--- src/rtl/core/cevd_pkg.sv ---
// shared types and constants for the card event decoder
package cevd_pkg;

  localparam logic [7:0] TagPan = 8'h0A;
  localparam logic [7:0] TagAmount = 8'h10;
  localparam logic [7:0] TagSequence = 8'h18;
  localparam logic [7:0] GroupMask = 8'h7F;
  localparam logic [7:0] ContBit = 8'h80;
  localparam logic [3:0] LastGroup = 4'd9;  // group at bit 63, the tenth byte

  typedef enum logic [2:0] {
    PH_TAG1,
    PH_LEN,
    PH_PAN,
    PH_TAG2,
    PH_AMT,
    PH_TAG3,
    PH_SEQ,
    PH_SKIP
  } phase_e;

  typedef enum logic [1:0] {
    KIND_PAN = 2'd0,
    KIND_OK  = 2'd1,
    KIND_ERR = 2'd2
  } kind_e;

  typedef enum logic [1:0] {
    CAUSE_NONE     = 2'd0,
    CAUSE_BAD_TAG  = 2'd1,
    CAUSE_TOO_LONG = 2'd2,
    CAUSE_TRUNC    = 2'd3
  } cause_e;

  typedef struct packed {
    phase_e      phase;
    logic [63:0] accum;
    logic [3:0]  grp;
    logic [63:0] pan_rem;
    logic [63:0] amt;
  } state_t;

  typedef struct packed {
    logic        valid;
    kind_e       kind;
    logic [7:0]  pan;
    logic [63:0] amount;
    logic [31:0] seq;
    cause_e      cause;
  } res_t;

endpackage

--- src/rtl/core/cevd_step.sv ---
// next parser state and result for one input byte
module cevd_step (
  input  cevd_pkg::state_t state_i,
  input  logic [7:0]       in_byte_i,
  input  logic             last_byte_i,
  output cevd_pkg::state_t state_o,
  output cevd_pkg::res_t   res_o
);

  logic [5:0]       shamt;
  logic [63:0]      acc_new;
  logic             cont;
  logic             too_long;
  logic [7:0]       want;
  logic             err;
  logic             done_ok;
  cevd_pkg::cause_e cause;

  // bit position of the current varint group
  always_comb begin
    case (state_i.grp)
      4'd0: shamt = 6'd0;
      4'd1: shamt = 6'd7;
      4'd2: shamt = 6'd14;
      4'd3: shamt = 6'd21;
      4'd4: shamt = 6'd28;
      4'd5: shamt = 6'd35;
      4'd6: shamt = 6'd42;
      4'd7: shamt = 6'd49;
      4'd8: shamt = 6'd56;
      4'd9: shamt = 6'd63;
      default: shamt = 6'd0;
    endcase
  end

  // bits past 63 fall off the shift
  assign acc_new = state_i.accum | (64'(in_byte_i & cevd_pkg::GroupMask) << shamt);
  assign cont = (in_byte_i & cevd_pkg::ContBit) != 8'h00;
  assign too_long = cont && (state_i.grp == cevd_pkg::LastGroup);

  always_comb begin
    case (state_i.phase)
      cevd_pkg::PH_TAG1: want = cevd_pkg::TagPan;
      cevd_pkg::PH_TAG2: want = cevd_pkg::TagAmount;
      default:           want = cevd_pkg::TagSequence;
    endcase
  end

  always_comb begin
    state_o = state_i;
    res_o = '0;
    err = 1'b0;
    done_ok = 1'b0;
    cause = cevd_pkg::CAUSE_NONE;
    case (state_i.phase)
      cevd_pkg::PH_TAG1, cevd_pkg::PH_TAG2, cevd_pkg::PH_TAG3: begin
        if (in_byte_i != want) begin
          err = 1'b1;
          cause = cevd_pkg::CAUSE_BAD_TAG;
        end else begin
          state_o.phase = cevd_pkg::phase_e'(state_i.phase + 3'd1);
          state_o.accum = '0;
          state_o.grp = '0;
          if (last_byte_i) begin
            err = 1'b1;
            cause = cevd_pkg::CAUSE_TRUNC;
          end
        end
      end
      cevd_pkg::PH_LEN, cevd_pkg::PH_AMT, cevd_pkg::PH_SEQ: begin
        if (too_long) begin
          err = 1'b1;
          cause = cevd_pkg::CAUSE_TOO_LONG;
        end else if (!cont && state_i.phase == cevd_pkg::PH_SEQ) begin
          done_ok = 1'b1;
          res_o.valid = 1'b1;
          res_o.kind = cevd_pkg::KIND_OK;
          res_o.amount = state_i.amt;
          res_o.seq = acc_new[31:0];
        end else begin
          if (!cont) begin
            if (state_i.phase == cevd_pkg::PH_LEN) begin
              state_o.pan_rem = acc_new;
              state_o.phase = (acc_new == 64'd0) ? cevd_pkg::PH_TAG2 : cevd_pkg::PH_PAN;
            end else begin
              state_o.amt = acc_new;
              state_o.phase = cevd_pkg::PH_TAG3;
            end
            state_o.accum = '0;
            state_o.grp = '0;
          end else begin
            state_o.accum = acc_new;
            state_o.grp = state_i.grp + 4'd1;
          end
          if (last_byte_i) begin
            err = 1'b1;
            cause = cevd_pkg::CAUSE_TRUNC;
          end
        end
      end
      cevd_pkg::PH_PAN: begin
        if (last_byte_i) begin
          err = 1'b1;
          cause = cevd_pkg::CAUSE_TRUNC;
        end else begin
          state_o.pan_rem = state_i.pan_rem - 64'd1;
          if (state_i.pan_rem == 64'd1) begin
            state_o.phase = cevd_pkg::PH_TAG2;
          end
          res_o.valid = 1'b1;
          res_o.kind = cevd_pkg::KIND_PAN;
          res_o.pan = in_byte_i;
        end
      end
      default: begin
        if (last_byte_i) begin
          state_o = '0;
          state_o.phase = cevd_pkg::PH_TAG1;
        end
      end
    endcase

    if (err) begin
      res_o.valid = 1'b1;
      res_o.kind = cevd_pkg::KIND_ERR;
      res_o.cause = cause;
    end
    // any status rearms; later bytes are skipped up to the buffer end
    if (err || done_ok) begin
      state_o = '0;
      state_o.phase = last_byte_i ? cevd_pkg::PH_TAG1 : cevd_pkg::PH_SKIP;
    end
  end

endmodule

--- src/rtl/core/protobuf_card_event_decoder.sv ---
// card event message decoder, top level with state and result registers
//
//   channel | direction | payload                                         | handshake
//   in      | input     | in_byte_i, last_byte_i                          | in_valid_i/in_ready_o
//   out     | output    | kind_o, pan_byte_o, amount_o, sequence_res_o,   | out_valid_o/out_ready_i
//           |           | error_cause_o                                   |
//
// one byte per cycle while the output is not stalled; a result appears in the cycle after the byte that causes it
// the byte's whole parse step is one combinational pass into the state register
// a byte is taken while the result register is empty or being drained
// when the output stalls with a result held, input stalls with it
// reset leaves the parser waiting for the first tag, no result pending
module protobuf_card_event_decoder (
  input  logic        clk_i,
  input  logic        rst_ni,
  input  logic        in_valid_i,
  output logic        in_ready_o,
  input  logic [7:0]  in_byte_i,
  input  logic        last_byte_i,
  output logic        out_valid_o,
  input  logic        out_ready_i,
  output logic [1:0]  kind_o,
  output logic [7:0]  pan_byte_o,
  output logic [63:0] amount_o,
  output logic [31:0] sequence_res_o,
  output logic [1:0]  error_cause_o
);

  cevd_pkg::state_t state_q, state_d;
  cevd_pkg::res_t   res_d, res_q;
  logic             out_valid_q;
  logic             in_fire;

  cevd_step u_step (
    .state_i     (state_q),
    .in_byte_i   (in_byte_i),
    .last_byte_i (last_byte_i),
    .state_o     (state_d),
    .res_o       (res_d)
  );

  assign in_ready_o = !out_valid_q || out_ready_i;
  assign in_fire = in_valid_i && in_ready_o;

  always_ff @(posedge clk_i or negedge rst_ni) begin
    if (!rst_ni) begin
      state_q <= '0;
      out_valid_q <= 1'b0;
    end else begin
      if (in_fire) begin
        state_q <= state_d;
      end
      if (in_fire && res_d.valid) begin
        out_valid_q <= 1'b1;
      end else if (out_ready_i) begin
        out_valid_q <= 1'b0;
      end
    end
  end

  always_ff @(posedge clk_i) begin
    if (in_fire && res_d.valid) begin
      res_q <= res_d;
    end
  end

  assign out_valid_o = out_valid_q;
  assign kind_o = res_q.kind;
  assign pan_byte_o = res_q.pan;
  assign amount_o = res_q.amount;
  assign sequence_res_o = res_q.seq;
  assign error_cause_o = res_q.cause;

`ifndef SYNTH
  a_last_rearms: assert property (@(posedge clk_i) disable iff (!rst_ni)
    in_fire && last_byte_i |=> state_q.phase == cevd_pkg::PH_TAG1)
    else $error("parser not rearmed after buffer end");

  a_pan_nonzero: assert property (@(posedge clk_i) disable iff (!rst_ni)
    state_q.phase == cevd_pkg::PH_PAN |-> state_q.pan_rem != 64'd0)
    else $error("pan phase with no pan bytes left");

  a_grp_range: assert property (@(posedge clk_i) disable iff (!rst_ni)
    state_q.grp <= cevd_pkg::LastGroup)
    else $error("varint group count out of range");

  a_err_cause: assert property (@(posedge clk_i) disable iff (!rst_ni)
    out_valid_o && kind_o == cevd_pkg::KIND_ERR |-> error_cause_o != cevd_pkg::CAUSE_NONE)
    else $error("malformed status without a cause");

  a_ok_clean: assert property (@(posedge clk_i) disable iff (!rst_ni)
    out_valid_o && kind_o != cevd_pkg::KIND_ERR
    |-> error_cause_o == cevd_pkg::CAUSE_NONE)
    else $error("cause set on a non-error result");
`endif

endmodule
--- config.mk ---
export PLATFORM = sky130hd
export DESIGN_NAME = protobuf_card_event_decoder
export DESIGN_NICKNAME = d
export VERILOG_FILES = /design/src/rtl/core/cevd_pkg.sv /design/src/rtl/core/cevd_step.sv /design/src/rtl/core/protobuf_card_event_decoder.sv
export SDC_FILE = /design/constraint.sdc
export NUM_CORES = 1
export LEC_CHECK = 0
export BUFFER_PORTS_ARGS = -buffer_cell sky130_fd_sc_hd__buf_2
export CAP_MARGIN = 20
export CORE_AREA = 4 4 170 172
export CTS_BUF_LIST = sky130_fd_sc_hd__clkbuf_4 sky130_fd_sc_hd__clkbuf_8
export CTS_CLUSTER_SIZE = 28
export DETAILED_ROUTE_END_ITERATION = 6
export DIE_AREA = 0 0 174 176
export PLACE_DENSITY_LB_ADDON = 0.12
export SLEW_MARGIN = 0
export SYNTH_ARGS = -nofsm -noshare
export SYNTH_HDL_FRONTEND = slang
export SYNTH_SLANG_ARGS = --single-unit
--- constraint.sdc ---
create_clock -name clk_i -period 14.7 [get_ports clk_i]
set_clock_uncertainty 0.1 [all_clocks]
set_input_delay 0 -clock clk_i [delete_from_list [all_inputs] [get_ports clk_i]]
set_output_delay 0 -clock clk_i [all_outputs]
set_load 0.02 [all_outputs]
After elaboration in Yosys (flattened, before gate mapping)
Memory sizes are Yosys's and may differ from the RTL's.
Cells that the tools add are included.
{"block": "word_totals", "regBits": 308, "mem_bits_ro": 96, "inputBits": 13, "mem_count": 1}
{"name": "(name not given)", "depth": 16, "width": 6, "read_ports": 1, "rd_ports_with_merged_regs": 0, "write_ports": 0, "line": "cevd_step.sv:21", "source": "case (state_i.grp)"}
{"block": "op_classes", "add_sub_neg": 3, "n_eq_ne": 20, "shifts": 1, "n_mux": 41, "n_bitwise": 4, "reduce_logical": 24}
{"operator": "$mux W199", "count": 4}
{"operator": "$pmux W68 S3", "count": 1}
{"operator": "$mux W64", "count": 3}
{"operator": "$pmux W64 S3", "count": 1}
{"operator": "$mux W128", "count": 1}
{"operator": "$pmux W64 S2", "count": 1}
{"operator": "$mux W71", "count": 1}
{"operator": "$mux W68", "count": 1}
{"operator": "$eq A64 B1 Y1 const B", "count": 1}
{"operator": "$logic_not A64 Y1", "count": 1}
{"operator": "$or A64 B64 Y64", "count": 1}
{"operator": "$shl A7 B6 Y64", "count": 1}
{"operator": "$sub A64 B1 Y64 const B", "count": 1}
{"operator": "$mux W3", "count": 8}
{"operator": "$reduce_and A8 Y1", "count": 2}
{"operator": "$ne A3 B3 Y1 const B", "count": 4}
{"operator": "$mux W11", "count": 1}
{"operator": "$mux W1", "count": 10}
{"operator": "$pmux W5 S2", "count": 1}
{"operator": "$eq A3 B3 Y1 const B", "count": 3}
{"operator": "$pmux W3 S3", "count": 1}
{"operator": "$reduce_or A3 Y1", "count": 3}
{"operator": "$mux W2", "count": 4}
{"operator": "$ne A8 B8 Y1", "count": 1}
{"operator": "other kinds (24)", "count": 37}

Depth between registers and ports, before layout
An unclocked memory read counts as a cell.
{"block": "logic_depth", "depth_word": 11, "mapped_depth": 14}

Modules after synthesis
A second synthesis with hierarchy kept.
{"block": "unflattened", "cells_unflattened": 1886, "area_unflattened_um2": 18831.8}
{"module": "protobuf_card_event_decoder", "n_inst": 1, "cells_each": 534, "area_per_inst_um2": 11204.5, "seq_area_each_um2": 8247.9}
{"module": "cevd_step", "n_inst": 1, "cells_each": 1352, "area_per_inst_um2": 7627.3, "seq_area_each_um2": 0.0}

Worst setup path after synthesis
Ideal clock, no wire load.
{"block": "synth_timing", "path_kind": "reg-to-reg", "start": "reg state_q[196] in the netlist's numbering", "end": "reg res_q (netlist bit amount_o[0]) (enable)", "setup_time_ns": 0.575, "arrival_time_ns": 6.291, "required_ns": 14.025, "setup_slack_ns": 7.734, "stages_incl_launch_ff": 11, "cell_sequence": "dfrtp_1 inv_1 ha_1 clkbuf_1 o21ai_0 o21ai_0 a22oi_1 o211ai_2 buf_6 nor2_1 nor2_1"}
{"block": "synth_via", "elab_chain_len": 7, "word_cells_on_any_way": 21}
{"item": "start: declaration", "line": "protobuf_card_event_decoder.sv:29", "source": "cevd_pkg::state_t state_q, state_d;"}
{"item": "start signal: assignment", "line": "protobuf_card_event_decoder.sv:51", "source": "state_q <= state_d;"}
{"item": "$eq A3 B2 Y1, or another cell as far along", "line": "cevd_step.sv:42, cevd_step.sv:55"}
{"item": "$pmux W5 S2 or $logic_and A1 B1 Y1 (tied branches)", "line": "cevd_step.sv:42, cevd_step.sv:74"}
{"item": "$ne A8 B8 Y1, or another cell as far along", "line": "cevd_step.sv:57", "source": "if (in_byte_i != want) begin"}
{"item": "$mux W1, or another cell as far along", "line": "cevd_step.sv:57"}
{"item": "$pmux W1 S3 or $pmux W3 S2 (tied branches)", "line": "cevd_step.sv:55", "source": "case (state_i.phase)"}
{"item": "$mux W3 *", "line": "cevd_step.sv:123", "source": "if (err) begin"}
{"item": "$logic_and A1 B1 Y1 *", "line": "protobuf_card_event_decoder.sv:62", "source": "if (in_fire && res_d.valid) begin"}
{"item": "end signal: assignment", "line": "protobuf_card_event_decoder.sv:63", "source": "res_q <= res_d;"}
{"item": "end: declaration", "line": "protobuf_card_event_decoder.sv:30", "source": "cevd_pkg::res_t res_d, res_q;"}
Every way passes the cells marked *; elsewhere a longest branch is shown, timed or not.
A chain may end at the register's enable or synchronous reset.

Worst setup path after layout
{"block": "layout_timing", "start": "reg state_q[196] in the netlist's numbering", "end": "reg state_q[131] in the netlist's numbering"}
{"block": "layout_via", "elab_chain_len": 8, "word_cells_on_any_way": 28}
{"item": "$eq A3 B2 Y1, or another cell as far along", "line": "cevd_step.sv:42, cevd_step.sv:55"}
{"item": "$pmux W5 S2 or $logic_and A1 B1 Y1 (tied branches)", "line": "cevd_step.sv:42, cevd_step.sv:74"}
{"item": "$ne A8 B8 Y1 or $mux W1 (tied branches)", "line": "cevd_step.sv:57, cevd_step.sv:74"}
{"item": "$mux W1, on equally long branches", "line": "cevd_step.sv:57, cevd_step.sv:71"}
{"item": "$pmux W1 S3 or $mux W1 (tied branches)", "line": "cevd_step.sv:55"}
{"item": "$logic_or A1 B1 Y1", "line": "cevd_step.sv:129", "source": "if (err || done_ok) begin"}
{"item": "$ne A3 B3 Y1 (no source line), or another cell as far along"}
{"item": "$reduce_and A6 Y1 (no source line)"}
Several ways; a longest one is shown, not always the timed one.

==> flow_summary.json <==
{
  "switching_share_pct": 47.3,
  "cts_inserted_buffers": 50,
  "min_path_type": "in2reg",
  "endpoint": "state_q[131]$_DFFE_PN0P_",
  "rsz0062_at_grt": "no",
  "multi_input_area_um2": 6310,
  "power_density_nw_per_um2": 218,
  "synth_top_family_by_area": "compound AO/OA/AOI/OAI gates",
  "max_slew_margin_pct": 20.8,
  "post_cts_buffers": 0,
  "die_area_um2": 30600,
  "grt_remaining_overflow": 0,
  "path_delay_family": "simple AND/OR/NAND/NOR gates",
  "rr_endpoint": "state_q[131]$_DFFE_PN0P_",
  "synth_common_cells": "dfrtp_1, nand2_1, nor2_1, a21oi_1, o21ai_0",
  "netSwitchingPower_mw": 1.78,
  "num_io_pins": 123,
  "final_cell_area_um2": 17300,
  "wire_per_inst_um": 25.2,
  "root_buffer": "clkbuf_8",
  "synthMuxAreaShare_pct": 1.08,
  "crit_type": "reg2reg",
  "p_comb_share_pct": 48.2,
  "syn_area_um2": 15000,
  "hold_violations": 0,
  "placedInstanceArea_um2": 16000,
  "routabilityCongestion": 1.00,
  "period_needed_ns": 5.19,
  "layout.nets": 1695,
  "fillCellCount": 2290,
  "crit_fanout": 24,
  "drc": 0,
  "status": "finished clean",
  "drtIter0Drc": 1976,
  "seq_area_um2": 8250,
  "path_depth": 10,
  "leakage_nw": 7.29,
  "synth_compound_area_share_pct": 20.5,
  "hpwl_um": 35500,
  "synth_adder_area_share_pct": 1.00,
  "ys.warnings.count": 0,
  "drv_slew": 0,
  "start_util_pct": 54.4,
  "drt-total-wl_um": 51900,
  "peakVddDrop_uv": 124,
  "synthArstFlopShare_pct": 64.9,
  "synthFlopType": "dfrtp_1",
  "netlist_instances": 1530,
  "seq_area_frac_synth_pct": 55.2,
  "synth_area_leaders": "dfrtp_1, edfxtp_1, a21oi_1",
  "critPathLaunch": "state_q[196]$_DFFE_PN0P_",
  "fp.coreArea_um2": 27500,
  "avgSynthCellArea_um2": 9.77,
  "grt_pass1_vias": 12509,
  "grt_max_degree": 110,
  "crit_arrival_ns": 5.54,
  "viasPerCell": 6.59,
  "seq_power_share_pct": 31.6,
  "yosysMostFrequentCell": "dfrtp_1",
  "cp-end-kind": "flop",
  "numClockSinks": 308,
  "synthDistinctLibCells": 72,
  "critPathRequiredTime_ns": 15.05,
  "critical_path_buf_inv_count": 2,
  "clk_pin_slew_ns": 0.07,
  "first_pass_iters": 6,
  "r2r_slack_ns": 9.51,
  "grt_antenna_before_repair": 3,
  "period_share_pct": 35.3,
  "num_rows": 61,
  "grt_first_pass_wirelength_um": 78100,
  "synth-seq-cells": 308,
  "synth_edf_count": 108,
  "cts_tree": "done",
  "internal_power_mw": 1.99,
  "cpPeakStageDelay_ns": 0.87,
  "cts_max_path_buffers": 3,
  "max_cap_violations": 0,
  "power.share.clock_pct": 20.2,
  "vias": 13560,
  "reg2reg_depth": 10,
  "fp.dieH_um": 176,
  "setup_viol": 0,
  "yosys.area.top_type_share_pct": 33.5,
  "worstSetupStartpointType": "flop",
  "fin_setup_tns_ns": 0,
  "yosys.area_share.xor_xnor_pct": 0.234,
  "syn_to_final_growth_pct": 15.4,
  "tightest_slew_ns": 1.18,
  "io_buffers": 122,
  "slowest_stage": "nor2b_1",
  "ant_nets": 0,
  "max_freq_ghz": 0.193,
  "track_usage_pct": 33.1,
  "synthesis.nets": 1555,
  "drive_above_1_share_pct": 16.1,
  "synth-simple-area-share_pct": 19.1,
  "die_w_um": 174,
  "synth_top_area_cell": "dfrtp_1",
  "cp_cell_sequence": "inv_1, ha_1, nor2b_1, a22oi_1, o211ai_2, nor2_2, buf_4, nor3_1, nand2b_1, o41ai_1",
  "timing.rr.start": "state_q[196]$_DFFE_PN0P_",
  "insertion_delay_ns": 0.61,
  "htree_levels": 2
}
==> power by group through the flow <==
stage | Sequential [mW] | Combinational (mW) | Clock [mW]
after floorplan | 1.34 | 1.06 | 0
after global placement | 1.20 | 1.72 | 0
after detailed placement | 1.21 | 1.73 | 0
after CTS | 1.19 | 1.75 | 0.767
after global routing | 1.21 | 1.94 | 0.806
final | 1.19 | 1.81 | 0.759
==> final cells by class <==
cell class,count,area share [%]
clock buffers,73,5.32
multi-input cells,1113,36.6
diodes,2,0.0290
well taps,346,2.51
repair buffers,178,6.68
flip-flops and latches,308,47.8
clock inverters,20,0.689
inverters,19,0.413
==> stage by stage <==
stage                     setup slack (ns)  instances  total power, mW  hold WS (ns)  utilization (%)
after floorplan                       7.73       1530             2.40        -0.396                -
after global placement                9.71       1944             2.92       -0.0143             58.1
after detailed placement              9.64       1944             2.94       -0.0126             58.1
after CTS                             9.61       2054             3.70         0.220             62.5
after global routing                  9.26       2057             3.95         0.298             62.8
final                                 9.51       2059             3.77         0.258             62.8
==> cell families after synthesis <==
logic type,after synthesis
XOR/XNOR,4
buffers and inverters,109
adder cells (fa/ha/maj),12
AND/OR/NAND/NOR,589
AO/OA/AOI/OAI,493
multiplexers,15
flip-flops,308
==> how the worst min path moves through the flow <==
stage          depth (start not counted)                           to         start
2_1_floorplan                          0      out_valid_o$_DFFE_PN0P_        rst_ni
3_3_place_gp                           1      state_q[21]$_DFFE_PN0P_        rst_ni
3_5_place_dp                           1      state_q[21]$_DFFE_PN0P_        rst_ni
4_1_cts                                3  pan_byte_o[5]$_SDFFCE_PN0P_  in_byte_i[5]
5_1_grt                                3  pan_byte_o[5]$_SDFFCE_PN0P_  in_byte_i[5]
6_report                               3  pan_byte_o[5]$_SDFFCE_PN0P_  in_byte_i[5]
==> worst min-delay path, cell delays in order <==
cell	delay, ns
dlygate4sd3_1	0.52
buf_2	0.18
and2_1	0.14
==> metal layers <==
metal	global-route usage, %	part of all wire, %	vias up	routed length, um
li1	-	-	5923	-
met2	48.0	42	948	22000
met5	0	0.052	-	27
met3	9.72	12	149	6450
met1	47.3	41	6536	21200
met4	13.2	4.2	4	2200
==> timing repair <==
action / CTS / global route
setup endpoints to repair: 0 / 0
hold buffers: 17 / 0
hold endpoints to repair: 95 / 0
resized for setup: 0 / 0
==> state kept, by name, indices dropped and copies added, names as in the netlist <==
name	flops
state_q	199
amount_o	64
sequence_res_o	32
pan_byte_o	8
error_cause_o	2
kind_o	2
out_valid_o	1
==> layout by cell type (no fill, tap or decap), drive strengths merged, types with 4 or more instances in the layout <==
cell | netlist | routed
o32a | 4 | 4
a21oi | 147 | 147
o2bb2ai | 4 | 4
dfrtp | 200 | 200
ha | 12 | 12
o22ai | 26 | 26
inv | 19 | 22
or4 | 8 | 8
dlygate4sd3 | 0 | 16
or2 | 6 | 6
or3 | 12 | 12
a32oi | 4 | 4
o21ai | 142 | 142
nor3 | 38 | 38
a211oi | 9 | 9
nand3 | 26 | 26
nand2 | 177 | 177
a31oi | 15 | 15
nor2b | 11 | 11
and3 | 5 | 5
mux2i | 6 | 6
a32o | 5 | 5
clkinv | 0 | 17
a21o | 7 | 7
a22o | 22 | 22
and2 | 82 | 82
nor4 | 23 | 23
buf | 16 | 161
o221ai | 14 | 14
mux2 | 9 | 9
nand4 | 11 | 11
edfxtp | 108 | 108
nand3b | 7 | 7
nand2b | 21 | 21
clkbuf | 74 | 74
o211ai | 8 | 8
o32ai | 5 | 5
nor2 | 148 | 148
o31ai | 49 | 49
No activity file was read; power rests on OpenSTA's default activity.
